--- src/design/erb_pkg.sv ---
`timescale 1ns / 1ps
`default_nettype none
// ---------------------------------------------------------------------------
// erb_pkg: shared types and constants
// Request and opcode codes, and the control word that the execute stage hands
// to the writeback stage of the 8-bit RISC executor.
// ---------------------------------------------------------------------------
package erb_pkg;

  localparam int REG_COUNT = 16;
  localparam int REG_AW    = 4;
  localparam int BYTE_SPAN = 256;

  typedef enum logic [1:0] {
    REQ_LOAD_DATA = 2'd0,
    REQ_LOAD_REG  = 2'd1,
    REQ_READ_DATA = 2'd2,
    REQ_EXEC      = 2'd3
  } req_t;

  // Opcodes 12 to 14 are no-ops and fall to the default arm
  typedef enum logic [3:0] {
    OP_ADD   = 4'd0,
    OP_SUB   = 4'd1,
    OP_MUL   = 4'd2,
    OP_INC   = 4'd3,
    OP_AND   = 4'd4,
    OP_OR    = 4'd5,
    OP_NOT   = 4'd6,
    OP_XOR   = 4'd7,
    OP_LOAD  = 4'd8,
    OP_STORE = 4'd9,
    OP_JMP   = 4'd10,
    OP_BEQZ  = 4'd11,
    OP_HALT  = 4'd15
  } op_t;

  // Execute-stage result carried into the writeback/output stage
  typedef struct packed {
    logic              rf_we;         // register file write (load reg or ALU/load op)
    logic [REG_AW-1:0] rf_idx;
    logic [7:0]        rf_val;
    logic              use_mem_data;  // write value comes from data RAM read
    logic              reg_written;
    logic              read_req;
    logic              mem_written;
    logic [7:0]        mem_address;
    logic [7:0]        mem_value;
    logic              branch_taken;
    logic [7:0]        next_pc;
    logic              halted;
  } exec_res_t;

endpackage : erb_pkg
`default_nettype wire

--- src/design/eight_bit_risc_instruction_executor.sv ---
`timescale 1ns / 1ps
`default_nettype none
// Throughput: one word per cycle while out_stall is low; the three register-file
//   RAM copies give the three operand reads and the data RAM takes one read or
//   write per word. An accepted word waits in the stage 1 registers until stage 2
//   is free, then its result is held in the output register and shown from there.
// Reset: pc and halt flag clear to zero; register file and data memory are not
//   cleared and hold undefined data until written.
// ---------------------------------------------------------------------------
// eight_bit_risc_instruction_executor: top level
// Two-stage core: stage 1 reads the register file, executes and accesses the
// data RAM; stage 2 is the output register and writes the register file back.
// ---------------------------------------------------------------------------
module eight_bit_risc_instruction_executor
  import erb_pkg::*;
#(
  parameter int DATA_DEPTH = 256
) (
  input  wire logic        clk,
  input  wire logic        rst_n,
  input  wire logic        in_valid,
  output      logic        in_stall,
  input  wire logic [1:0]  in_req_type,
  input  wire logic [7:0]  in_address,
  input  wire logic [7:0]  in_load_value,
  input  wire logic [15:0] in_instruction,
  output      logic        out_valid,
  input  wire logic        out_stall,
  output      logic [7:0]  out_next_pc,
  output      logic        out_halted,
  output      logic [7:0]  out_read_data,
  output      logic        out_reg_written,
  output      logic [3:0]  out_reg_index,
  output      logic [7:0]  out_reg_value,
  output      logic        out_mem_written,
  output      logic [7:0]  out_mem_address,
  output      logic [7:0]  out_mem_value,
  output      logic        out_branch_taken
);

  localparam int AW = $clog2(DATA_DEPTH);

  logic        s1_valid_r, s1_valid_nxt;
  req_t        s1_req_r;
  logic [7:0]  s1_address_r;
  logic [7:0]  s1_load_value_r;
  logic [15:0] s1_instruction_r;
  logic        s2_valid_r, s2_valid_nxt;
  exec_res_t   s2_res_r;
  logic [7:0]  pc_r, pc_nxt;
  logic        halt_r, halt_nxt;

  logic        in_accept, out_accept, s2_free, s1_adv;
  logic [7:0]  rf_a, rf_b, rf_d;
  logic        rf_we;
  logic [7:0]  fwd_val;
  logic        fwd_we;
  exec_res_t   exec_res;
  logic        dmem_we, dmem_re;
  logic [AW-1:0] dmem_idx;
  logic [7:0]  dmem_wdata, dmem_rdata;

  // Handshake and stage advance
  always_comb begin
    out_valid    = s2_valid_r;
    out_accept   = s2_valid_r && !out_stall;
    s2_free      = !s2_valid_r || !out_stall;
    s1_adv       = s1_valid_r && s2_free;
    in_stall     = s1_valid_r && !s2_free;
    in_accept    = in_valid && !in_stall;
    s1_valid_nxt = in_accept ? 1'b1 : (s1_adv ? 1'b0 : s1_valid_r);
    s2_valid_nxt = s1_adv ? 1'b1 : (out_accept ? 1'b0 : s2_valid_r);
  end

  // Pending register write in the output stage
  always_comb begin
    fwd_val = s2_res_r.use_mem_data ? dmem_rdata : s2_res_r.rf_val;
    fwd_we  = s2_valid_r && s2_res_r.rf_we;
    rf_we   = out_accept && s2_res_r.rf_we;
  end

  // Register file: one copy per operand port
  erb_ram #(.WIDTH(8), .DEPTH(REG_COUNT)) u_rf_a (
    .clk   (clk),
    .we    (rf_we),
    .waddr (s2_res_r.rf_idx),
    .wdata (fwd_val),
    .re    (in_accept),
    .raddr (in_instruction[7:4]),
    .rdata (rf_a)
  );

  erb_ram #(.WIDTH(8), .DEPTH(REG_COUNT)) u_rf_b (
    .clk   (clk),
    .we    (rf_we),
    .waddr (s2_res_r.rf_idx),
    .wdata (fwd_val),
    .re    (in_accept),
    .raddr (in_instruction[3:0]),
    .rdata (rf_b)
  );

  erb_ram #(.WIDTH(8), .DEPTH(REG_COUNT)) u_rf_d (
    .clk   (clk),
    .we    (rf_we),
    .waddr (s2_res_r.rf_idx),
    .wdata (fwd_val),
    .re    (in_accept),
    .raddr (in_instruction[11:8]),
    .rdata (rf_d)
  );

  erb_exec #(.DATA_DEPTH(DATA_DEPTH)) u_exec (
    .req         (s1_req_r),
    .address     (s1_address_r),
    .load_value  (s1_load_value_r),
    .instruction (s1_instruction_r),
    .pc          (pc_r),
    .halt        (halt_r),
    .rf_a        (rf_a),
    .rf_b        (rf_b),
    .rf_d        (rf_d),
    .fwd_we      (fwd_we),
    .fwd_idx     (s2_res_r.rf_idx),
    .fwd_val     (fwd_val),
    .res         (exec_res),
    .pc_nxt      (pc_nxt),
    .halt_nxt    (halt_nxt),
    .dmem_we     (dmem_we),
    .dmem_re     (dmem_re),
    .dmem_idx    (dmem_idx),
    .dmem_wdata  (dmem_wdata)
  );

  // Data memory: accessed in order as each word leaves stage 1
  erb_ram #(.WIDTH(8), .DEPTH(DATA_DEPTH)) u_dmem (
    .clk   (clk),
    .we    (s1_adv && dmem_we),
    .waddr (dmem_idx),
    .wdata (dmem_wdata),
    .re    (s1_adv && dmem_re),
    .raddr (dmem_idx),
    .rdata (dmem_rdata)
  );

  // Control state
  always_ff @(posedge clk) begin
    if (!rst_n) begin
      s1_valid_r <= 1'b0;
      s2_valid_r <= 1'b0;
      pc_r       <= 8'd0;
      halt_r     <= 1'b0;
    end else begin
      s1_valid_r <= s1_valid_nxt;
      s2_valid_r <= s2_valid_nxt;
      if (s1_adv) begin
        pc_r   <= pc_nxt;
        halt_r <= halt_nxt;
      end
    end
  end

  // Capture the input word and advance the stage 1 result
  always_ff @(posedge clk) begin
    if (in_accept) begin
      s1_req_r         <= req_t'(in_req_type);
      s1_address_r     <= in_address;
      s1_load_value_r  <= in_load_value;
      s1_instruction_r <= in_instruction;
    end
    if (s1_adv) begin
      s2_res_r <= exec_res;
    end
  end

  // Drive the result word
  always_comb begin
    out_next_pc      = s2_res_r.next_pc;
    out_halted       = s2_res_r.halted;
    out_read_data    = s2_res_r.read_req ? dmem_rdata : 8'd0;
    out_reg_written  = s2_res_r.reg_written;
    out_reg_index    = s2_res_r.reg_written ? s2_res_r.rf_idx : 4'd0;
    out_reg_value    = s2_res_r.reg_written ? fwd_val : 8'd0;
    out_mem_written  = s2_res_r.mem_written;
    out_mem_address  = s2_res_r.mem_address;
    out_mem_value    = s2_res_r.mem_value;
    out_branch_taken = s2_res_r.branch_taken;
  end

endmodule : eight_bit_risc_instruction_executor
`default_nettype wire

--- src/design/erb_ram.sv ---
`timescale 1ns / 1ps
`default_nettype none
// ---------------------------------------------------------------------------
// erb_ram: generic single-write, single-read synchronous RAM
// Registered read with enable; a read of the address written in the same
// cycle returns the new data.
// ---------------------------------------------------------------------------
module erb_ram #(
  parameter int WIDTH = 8,
  parameter int DEPTH = 16
) (
  input  wire logic                     clk,
  input  wire logic                     we,
  input  wire logic [$clog2(DEPTH)-1:0] waddr,
  input  wire logic [WIDTH-1:0]         wdata,
  input  wire logic                     re,
  input  wire logic [$clog2(DEPTH)-1:0] raddr,
  output      logic [WIDTH-1:0]         rdata
);

  logic [WIDTH-1:0] mem [DEPTH];

  // Write, then read with write-first bypass; hold read data when idle
  always_ff @(posedge clk) begin
    if (we) begin
      mem[waddr] <= wdata;
    end
    if (re) begin
      rdata <= (we && (waddr == raddr)) ? wdata : mem[raddr];
    end
  end

endmodule : erb_ram
`default_nettype wire

--- src/design/erb_exec.sv ---
`timescale 1ns / 1ps
`default_nettype none
// ---------------------------------------------------------------------------
// erb_exec: execute stage
// Forwards the pending register write, runs the ALU, forms the data address
// and the next pc, and drives the data RAM access for the word in stage 1.
// ---------------------------------------------------------------------------
module erb_exec
  import erb_pkg::*;
#(
  parameter int DATA_DEPTH = 256
) (
  input  wire req_t                          req,
  input  wire logic [7:0]                    address,
  input  wire logic [7:0]                    load_value,
  input  wire logic [15:0]                   instruction,
  input  wire logic [7:0]                    pc,
  input  wire logic                          halt,
  input  wire logic [7:0]                    rf_a,
  input  wire logic [7:0]                    rf_b,
  input  wire logic [7:0]                    rf_d,
  input  wire logic                          fwd_we,
  input  wire logic [REG_AW-1:0]             fwd_idx,
  input  wire logic [7:0]                    fwd_val,
  output      exec_res_t                     res,
  output      logic [7:0]                    pc_nxt,
  output      logic                          halt_nxt,
  output      logic                          dmem_we,
  output      logic                          dmem_re,
  output      logic [$clog2(DATA_DEPTH)-1:0] dmem_idx,
  output      logic [7:0]                    dmem_wdata
);

  localparam int AW = $clog2(DATA_DEPTH);

  // Byte address to data RAM index, folded at elaboration
  logic [AW-1:0] mod_tbl [BYTE_SPAN];
  for (genvar i = 0; i < BYTE_SPAN; i++) begin : g_mod
    localparam logic [AW-1:0] IDX = AW'(i % DATA_DEPTH);
    assign mod_tbl[i] = IDX;
  end

  op_t               op;
  logic [REG_AW-1:0] r1, r2, r3;
  logic [7:0]        a, b, d;
  logic [7:0]        pc2;
  logic [7:0]        sum;
  logic [7:0]        raw_addr;
  logic [15:0]       prod;
  logic [7:0]        val;
  logic              wr;

  // Decode and forward the write still waiting in the output stage
  always_comb begin
    op  = op_t'(instruction[15:12]);
    r1  = instruction[11:8];
    r2  = instruction[7:4];
    r3  = instruction[3:0];
    a   = (fwd_we && (fwd_idx == r2)) ? fwd_val : rf_a;
    b   = (fwd_we && (fwd_idx == r3)) ? fwd_val : rf_b;
    d   = (fwd_we && (fwd_idx == r1)) ? fwd_val : rf_d;
    pc2 = pc + 8'd2;
    sum = a + {4'b0000, r3};
    raw_addr = (req == REQ_EXEC) ? sum : address;
    dmem_idx = mod_tbl[raw_addr];
    prod = a * b;
  end

  // Execute one word
  always_comb begin
    res        = '0;
    pc_nxt     = pc;
    halt_nxt   = halt;
    dmem_we    = 1'b0;
    dmem_re    = 1'b0;
    dmem_wdata = load_value;
    val        = 8'd0;
    wr         = 1'b0;
    unique case (req)
      REQ_LOAD_DATA: begin
        dmem_we = 1'b1;
      end
      REQ_LOAD_REG: begin
        res.rf_we  = 1'b1;
        res.rf_idx = address[REG_AW-1:0];
        res.rf_val = load_value;
      end
      REQ_READ_DATA: begin
        dmem_re      = 1'b1;
        res.read_req = 1'b1;
      end
      REQ_EXEC: begin
        if (!halt) begin
          pc_nxt = pc2;
          unique case (op)
            OP_ADD: begin wr = 1'b1; val = a + b;   end
            OP_SUB: begin wr = 1'b1; val = a - b;   end
            OP_MUL: begin wr = 1'b1; val = prod[7:0]; end
            OP_INC: begin wr = 1'b1; val = d + 8'd1; end
            OP_AND: begin wr = 1'b1; val = a & b;   end
            OP_OR:  begin wr = 1'b1; val = a | b;   end
            OP_NOT: begin wr = 1'b1; val = ~a;      end
            OP_XOR: begin wr = 1'b1; val = a ^ b;   end
            OP_LOAD: begin
              wr               = 1'b1;
              dmem_re          = 1'b1;
              res.use_mem_data = 1'b1;
            end
            OP_STORE: begin
              dmem_we         = 1'b1;
              dmem_wdata      = d;
              res.mem_written = 1'b1;
              res.mem_address = 8'(dmem_idx);
              res.mem_value   = d;
            end
            OP_JMP: begin
              pc_nxt           = pc2 + {instruction[10:4], 1'b0};
              res.branch_taken = 1'b1;
            end
            OP_BEQZ: begin
              if (d == 8'd0) begin
                pc_nxt           = pc2 + {instruction[6:0], 1'b0};
                res.branch_taken = 1'b1;
              end
            end
            OP_HALT: begin
              halt_nxt = 1'b1;
            end
            default: begin
            end
          endcase
          if (wr) begin
            res.rf_we       = 1'b1;
            res.reg_written = 1'b1;
            res.rf_idx      = r1;
            res.rf_val      = val;
          end
        end
      end
    endcase
    res.next_pc = pc_nxt;
    res.halted  = halt_nxt;
  end

endmodule : erb_exec
`default_nettype wire

--- config.mk ---
export PLATFORM = sky130hd
export DESIGN_NAME = eight_bit_risc_instruction_executor
export DESIGN_NICKNAME = d
export VERILOG_FILES = /design/src/design/erb_pkg.sv /design/src/design/eight_bit_risc_instruction_executor.sv /design/src/design/erb_ram.sv /design/src/design/erb_exec.sv
export SDC_FILE = /design/constraint.sdc
export NUM_CORES = 2
export LEC_CHECK = 0
export BUFFER_PORTS_ARGS = -buffer_cell sky130_fd_sc_hd__buf_2
export CORE_MARGIN = 3
export CORE_UTILIZATION = 55
export DETAILED_ROUTE_END_ITERATION = 16
export PLACE_DENSITY = 0.71
export SLEW_MARGIN = 15
export SYNTH_ARGS = -nofsm -noshare
export SYNTH_HDL_FRONTEND = slang
export SYNTH_SLANG_ARGS = --single-unit
--- constraint.sdc ---
create_clock -name clk -period 6.87 [get_ports clk]
set_input_delay 0.3435 -clock clk [delete_from_list [all_inputs] [get_ports clk]]
set_output_delay 0.3435 -clock clk [all_outputs]
set_load 0.02 [all_outputs]
Word level (Yosys, flattened, before mapping):

Memories as Yosys holds them, arrays and structs flattened. A register that Yosys moved wholly into a read port is not among the register bits.
Index checks and enable logic that the tools add are counted.

* input port bits: 38
* output and inout bits: 50
* word-level logic and storage cells: 129
* flip-flop bits (word level): 88
* memories kept: 5
* ROM bits: 2048
* bits in writable memories: 2432

* order comparisons: 1
* eq/ne operators: 18
* bitwise gates (word level): 7
* reduce and logical (&&, ||, !) cells: 24
* multipliers: 1
* $add $sub $neg: 7
* multiplexer cells: 46

Memory list
* (no name shown): depth 256, bits a word 8, rd ports 1, clocked after Yosys merged registers in 0, wr ports 0, RTL line erb_exec.sv:65 `dmem_idx = mod_tbl[raw_addr];`
* u_dmem.mem: depth 256, bits a word 8, rd ports 1, clocked after Yosys merged registers in 1, wr ports 1, RTL line erb_ram.sv:21 `logic [WIDTH-1:0] mem [DEPTH];`
* u_rf_a.mem: depth 16, bits a word 8, rd ports 1, clocked after Yosys merged registers in 1, wr ports 1, RTL line erb_ram.sv:21
* u_rf_b.mem: depth 16, bits a word 8, rd ports 1, clocked after Yosys merged registers in 1, wr ports 1, RTL line erb_ram.sv:21
* u_rf_d.mem: depth 16, bits a word 8, rd ports 1, clocked after Yosys merged registers in 1, wr ports 1, RTL line erb_ram.sv:21

Operator list (number)
* 8-bit two-way mux: 15
* 8-bit one-hot mux with 8 select lines: 1
* 13-bit one-hot mux with 2 select lines: 1
* 8-bit adder: 3
* 1-bit two-way mux: 21
* 4-bit == test, second input constant: 5
* 17-bit two-way mux: 1
* 4-bit by 3-bit == test with 1-bit output, second input constant: 4
* 8-bit one-hot mux with 2 select lines: 1
* 15-bit two-way mux: 1
* 13-bit two-way mux: 1
* 4-bit == test: 3
* 1-bit logical AND: 11
* 9-bit >= comparator, second input constant: 1
* 8-bit NOT with 9-bit output: 1
* 9-bit OR reduction: 1
* 8-bit by 1-bit adder with 8-bit output, second input constant: 1
* 8-bit by 2-bit adder with 8-bit output, second input constant: 1
* 8-bit by 4-bit adder with 8-bit output: 1
* 8-bit AND: 1
* 4-bit by 2-bit == test with 1-bit output, second input constant: 2
* 8-bit zero test: 1
* 8-bit by 8-bit multiplier with 8-bit output: 1
* 8-bit NOT: 1
* other kinds (16): 24

Longest topological paths before layout:

* depth after elaboration: 10
* mapped depth: 24
* mapped depth without buffers: 22

Hierarchy:

From an unflattened synthesis, not the netlist that was laid out.

* cell total of the unflattened synthesis: 5495
* area total of the unflattened synthesis: 103684.4 um^2

Modules (own cells, without submodules)
* erb_ram at u_dmem: sequential area each 61739.2 um^2, cells an instance 4007, times used 1, area an instance 79832.8 um^2
* erb_ram at u_rf_a ...: sequential area each 4083.9 um^2, cells an instance 242, times used 3, area an instance 5480.3 um^2
* erb_exec: sequential area each 0.0 um^2, cells an instance 580, times used 1, area an instance 4181.5 um^2
* eight_bit_risc_instruction_executor: sequential area each 2532.4 um^2, cells an instance 182, times used 1, area an instance 3229.3 um^2

Worst setup path before layout:

No wires, ideal clock.

* kind: flip-flop to flip-flop
* start point: register s1_req_r[0]
* end point: memory u_dmem.mem[0][5], data pin
* library setup time: 0.794 ns
* required time: 6.076 ns
* arrival time: 4.778 ns
* period minus slack after synthesis: 5.572 ns
* cell stages (with the launch flop): 10
* path buffers: 4
* setup slack: 1.298 ns
* path through: edfxtp_1 ha_1 buf_2 buf_2 nand2b_1 clkbuf_1 nor3_1 nand2_1 clkbuf_1 a21o_1

* word-level cells in the longest chain between the ends: 2

RTL lines
* start, declared: RTL line eight_bit_risc_instruction_executor.sv:44 `req_t s1_req_r;`
* start signal, assigned: RTL line eight_bit_risc_instruction_executor.sv:166 `s1_req_r <= req_t'(in_req_type);`
* 2-bit == test: RTL line erb_exec.sv:79 `unique case (req)`
* 8-bit two-way mux: RTL line erb_exec.sv:79
* named net dmem_wdata[5]: RTL line eight_bit_risc_instruction_executor.sv:61 `logic [7:0] dmem_wdata, dmem_rdata;`
* end, declared: RTL line erb_ram.sv:21

The timed path passes the listed nets, and every way through them passes these cells.

Final worst setup path:

* start point: register s1_instruction_r[6]
* end point: register u_dmem.rdata[7], read port of u_dmem.mem, data pin

* word-level cells in the longest chain between the ends: 9

RTL lines
* start, declared: RTL line eight_bit_risc_instruction_executor.sv:47 `logic [15:0] s1_instruction_r;`
* start signal, assigned: RTL line eight_bit_risc_instruction_executor.sv:169 `s1_instruction_r <= in_instruction;`
* 4-bit == test: RTL line erb_exec.sv:59 `a = (fwd_we && (fwd_idx == r2)) ? fwd_val : rf_a;`
* 1-bit logical AND: RTL line erb_exec.sv:59
* 8-bit two-way mux: RTL line erb_exec.sv:59
* 8-bit by 4-bit adder with 8-bit output: RTL line erb_exec.sv:63 `sum = a + {4'b0000, r3};`
* 8-bit two-way mux: RTL line erb_exec.sv:64 `raw_addr = (req == REQ_EXEC) ? sum : address;`
* 8-bit NOT with 9-bit output (not written as such): RTL line erb_exec.sv:65
* memory read 256 x 8 bit
* 8-bit two-way mux (not written as such) (2 in a row): RTL line erb_exec.sv:65
* end, declared: RTL line erb_ram.sv:18 `output logic [WIDTH-1:0] rdata`

Every way passes these cells. The select of a mux whose other input is x is not followed.
A chain may end at the register's enable or synchronous reset.

==> results.tsv <==
stage	metric	value	unit
sta	final clock period utilization by the worst path	91.1	%
sta	fin. max-slew vios	0	
global_routing	wire length of the first global-routing pass	409	mm
detailed_routing	detailed-route wire length	281	mm
sta	setup repair after global routing missed its margin	no	
detailed_routing	Via Count	64900	
cts	count of H-tree levels built during CTS	4	
global_routing	maximum number of pins on one net before global-route repair	193	
logic_synthesis	most frequently used flop master after synthesis	sky130_fd_sc_hd__edfxtp_1	
sta	transition at the pin with the smallest max-transition slack	1320	ps
global_routing	antenna violations before repair	12	
logic_synthesis	fraction of registers with async set or reset after synthesis	0	%
power_and_ir_drop	pwr/cell area	291	mW/mm^2
hold_path	Tightest Hold Check Type	in -> reg	
floorplanning	effective utilization at floorplan	55.7	%
logic_synthesis	Seq/Total Area, Yosys	70.6	%
final_layout	most common cell after layout, fill and taps aside	sky130_fd_sc_hd__edfxtp_1	
placement	routability cong.	0.973	
logic_synthesis	syn_area_per_cell	13.0	um^2
run_status	outcome	finished, final reports clean	
cts	CTS tree	built	
global_routing	overall global routing resource usage	30.5	%
sta	Max Freq	160	MHz
cts	number of cells upsized or downsized after cts	0	
floorplanning	standard-cell row count	153	
logic_synthesis	EDFF count, synth	2284	
final_layout	final standard cell area without fillers	0.109	mm^2
final_layout	Final nets	7665	
logic_synthesis	count of synthesis-stage warnings from yosys	0	
cts	Clock Latency Late Sink	870	ps
placement	Cell Area, Placed	0.101	mm^2
worst_setup_path	worst endpoint required time	7450	ps
floorplanning	floorplan die width	427	um
detailed_routing	count of TritonRoute iterations in the first routing pass	6	
placement	placed insts	9619	
floorplanning	y dimension of the die	427	um
detailed_routing	Avg Vias per Cell	6.45	
placement	DP HPWL	172	mm
final_layout	final instance count without filler cells	10100	
detailed_routing	Routed wire per std cell	27.9	um
worst_setup_path	sort of element at the end of the critical path	flop	
cts	library cell used as clock root buffer	sky130_fd_sc_hd__clkbuf_16	
logic_synthesis	post-synthesis instance total	7493	
power_and_ir_drop	post-layout total power	0.0318	W
detailed_routing	remaining design rule violation count	0	
worst_setup_path	crit path launch type	flop	
logic_synthesis	post-synthesis sequential element count	2294	
logic_synthesis	library cells used by synthesis	79	
cts	count of hold-fix buffers inserted at cts	32	
cts	maximum count of clock buffers along a single path	3	
cts	clock slew at reported path FFs	60	ps
worst_setup_path	class of the most critical setup path	reg -> reg	
logic_synthesis	Synth Net Count	7610	
cts	Post-CTS Repair Setup Buffers	0	
final_layout	fraction of layout cells with a size suffix above 1	12.1	%
cts	number of clock buffers inserted by TritonCTS	220	
global_routing	grt ovf	0	
power_and_ir_drop	Lkg Pwr	37.4	nW
sta	Setup Total Neg Slack	0	ps
sta	hold violation total from the final report	0	
detailed_routing	initial detailed-routing violation count	9550	
detailed_routing	count of nets left with antenna violations after detail routing	0	
final_layout	utilization after layout	62.4	%
worst_setup_path	data arrival time of the critical path	6840	ps
floorplanning	total core area	0.175	mm^2
sta	Final setup viols	0	
worst_setup_path	maximum fanout along the worst path	52	
sta	relative slew slack	10.9	%
sta	clock period minus final worst setup slack	6260	ps
logic_synthesis	Netlist Area Pre-Place	0.0974	mm^2
floorplanning	floorplan die area	0.182	mm^2
final_layout	area added between synthesis and finish	12.1	%
floorplanning	top-level I/O count	88	
cts	Num Clock Sinks	2294	
global_routing	number of global-route vias before repair	61600	
power_and_ir_drop	worst supply voltage drop on vdd	0.000258	V
placement	number of buffers added on ports	86	
job	Max-cap violations	0	
final_layout	highest-count cells in the layout ignoring fill and taps	2,284 x sky130_fd_sc_hd__edfxtp_1, 2,045 x sky130_fd_sc_hd__nand2_1, 794 x sky130_fd_sc_hd__nand3_1	
sta	Max Clock Skew	39.9	ps
==> critical path, stage by stage, from the launching register on <==
cell and delay [ps]:
sky130_fd_sc_hd__edfxtp_1 450, sky130_fd_sc_hd__xnor2_1 230, sky130_fd_sc_hd__and3_1 420, sky130_fd_sc_hd__nand2_2 230
sky130_fd_sc_hd__mux2i_1 200, sky130_fd_sc_hd__buf_4 220, sky130_fd_sc_hd__inv_1 140, sky130_fd_sc_hd__ha_1 300
sky130_fd_sc_hd__a21oi_1 100, sky130_fd_sc_hd__o2111a_1 280, sky130_fd_sc_hd__nor3_2 580, sky130_fd_sc_hd__buf_12 290
sky130_fd_sc_hd__buf_12 290, sky130_fd_sc_hd__buf_4 380, sky130_fd_sc_hd__a311oi_1 120, sky130_fd_sc_hd__a311oi_1 1020
sky130_fd_sc_hd__nor3_1 180, sky130_fd_sc_hd__nor4b_1 350, sky130_fd_sc_hd__nand3_1 120
==> synthesized netlist by cell type (all sizes together) (10+ instances only) <==
library cell	n	area, um^2
o21ai	36	180
or3	10	67.6
inv	70	263
xnor2	56	490
ha	63	788
nand3	816	4110
edfxtp	2284	68600
a21o	21	158
a21oi	42	221
nand2	2047	7690
a22oi	25	188
a31oi	67	419
nor2	364	1370
mux2	42	477
mux2i	29	302
mux4	139	3130
and3	190	1190
xor2	18	158
fa	16	320
a211oi	11	87.6
a311oi	361	3160
nand4	13	81.3
nor3	74	370
dfxtp	10	200
and2	25	156
clkbuf	267	1000
buf	284	1290
==> power by group <==
part	switching [W]	internal (W)
combinational	0.00274	0.00115
clock	0.00529	0.00707
sequential	0.0000484	0.0155
total	0.00808	0.0237
==> registers in the layout, summed over array words and instances (netlist names), 15 cells and up <==
register          flops
s1_instruction_r     16
s2_res_r             15
u_dmem.mem         2048
u_rf_d.mem          128
==> cell type report <==
class / instances / area, um^2
Clock buffer: 260 / 5730
Inverter: 70 / 263
Tap cell: 2325 / 2910
Sequential cell: 2294 / 68800
Fill cell: 12700 / 65800
Multi-Input combinational cell: 4578 / 26400
Antenna cell: 7 / 17.5
Clock inverter: 149 / 1670
Timing Repair Buffer: 384 / 3380
==> worst paths after layout <==
kind	from	to	slack, ps	depth (start not counted)
hold reg to reg	halt_r$_SDFFE_PN0P_	halt_r$_SDFFE_PN0P_	530	1
setup / recovery	s1_instruction_r[6]$_DFFE_PP_	u_dmem.rdata[7]$_DFFE_PP_	610	18
hold / removal	in_req_type[1]	s1_req_r[1]$_DFFE_PP_	200	2
setup reg to reg	s1_instruction_r[6]$_DFFE_PP_	u_dmem.rdata[7]$_DFFE_PP_	610	18
==> metal layers <==
| layer | vias to the layer above | wire (um) | share of wire (%) | global-route usage, % |
|---|---|---|---|---|
| met5 | - | 90 | 0.032 | 0 |
| met4 | 14 | 15000 | 5.4 | 14.6 |
| met3 | 785 | 33600 | 12 | 7.61 |
| met2 | 4184 | 128000 | 46 | 46.6 |
| met1 | 32100 | 104000 | 37 | 41.2 |
| li1 | 27900 | - | - | - |
==> logic make-up after synthesis <==
kind of cell	after synthesis	share of synthesized area (%)
AND/OR/NAND/NOR	3578	15.7
flip-flops	2294	70.6
AO/OA/AOI/OAI	635	5.20
buffers and inverters	621	2.62
multiplexers	210	4.01
adder cells (fa/ha/maj)	79	1.14
XOR/XNOR	75	0.689
other	1	0.00385
==> through the flow <==
stage / hold WS [ps] / setup slack [ps]
2_1_floorplan: 442 / 1300
3_3_place_gp: 507 / 620
3_5_place_dp: 504 / 732
4_1_cts: 159 / 704
5_1_grt: 172 / 403
6_report: 203 / 614
Note: power is estimated with default switching activity, not from simulation.
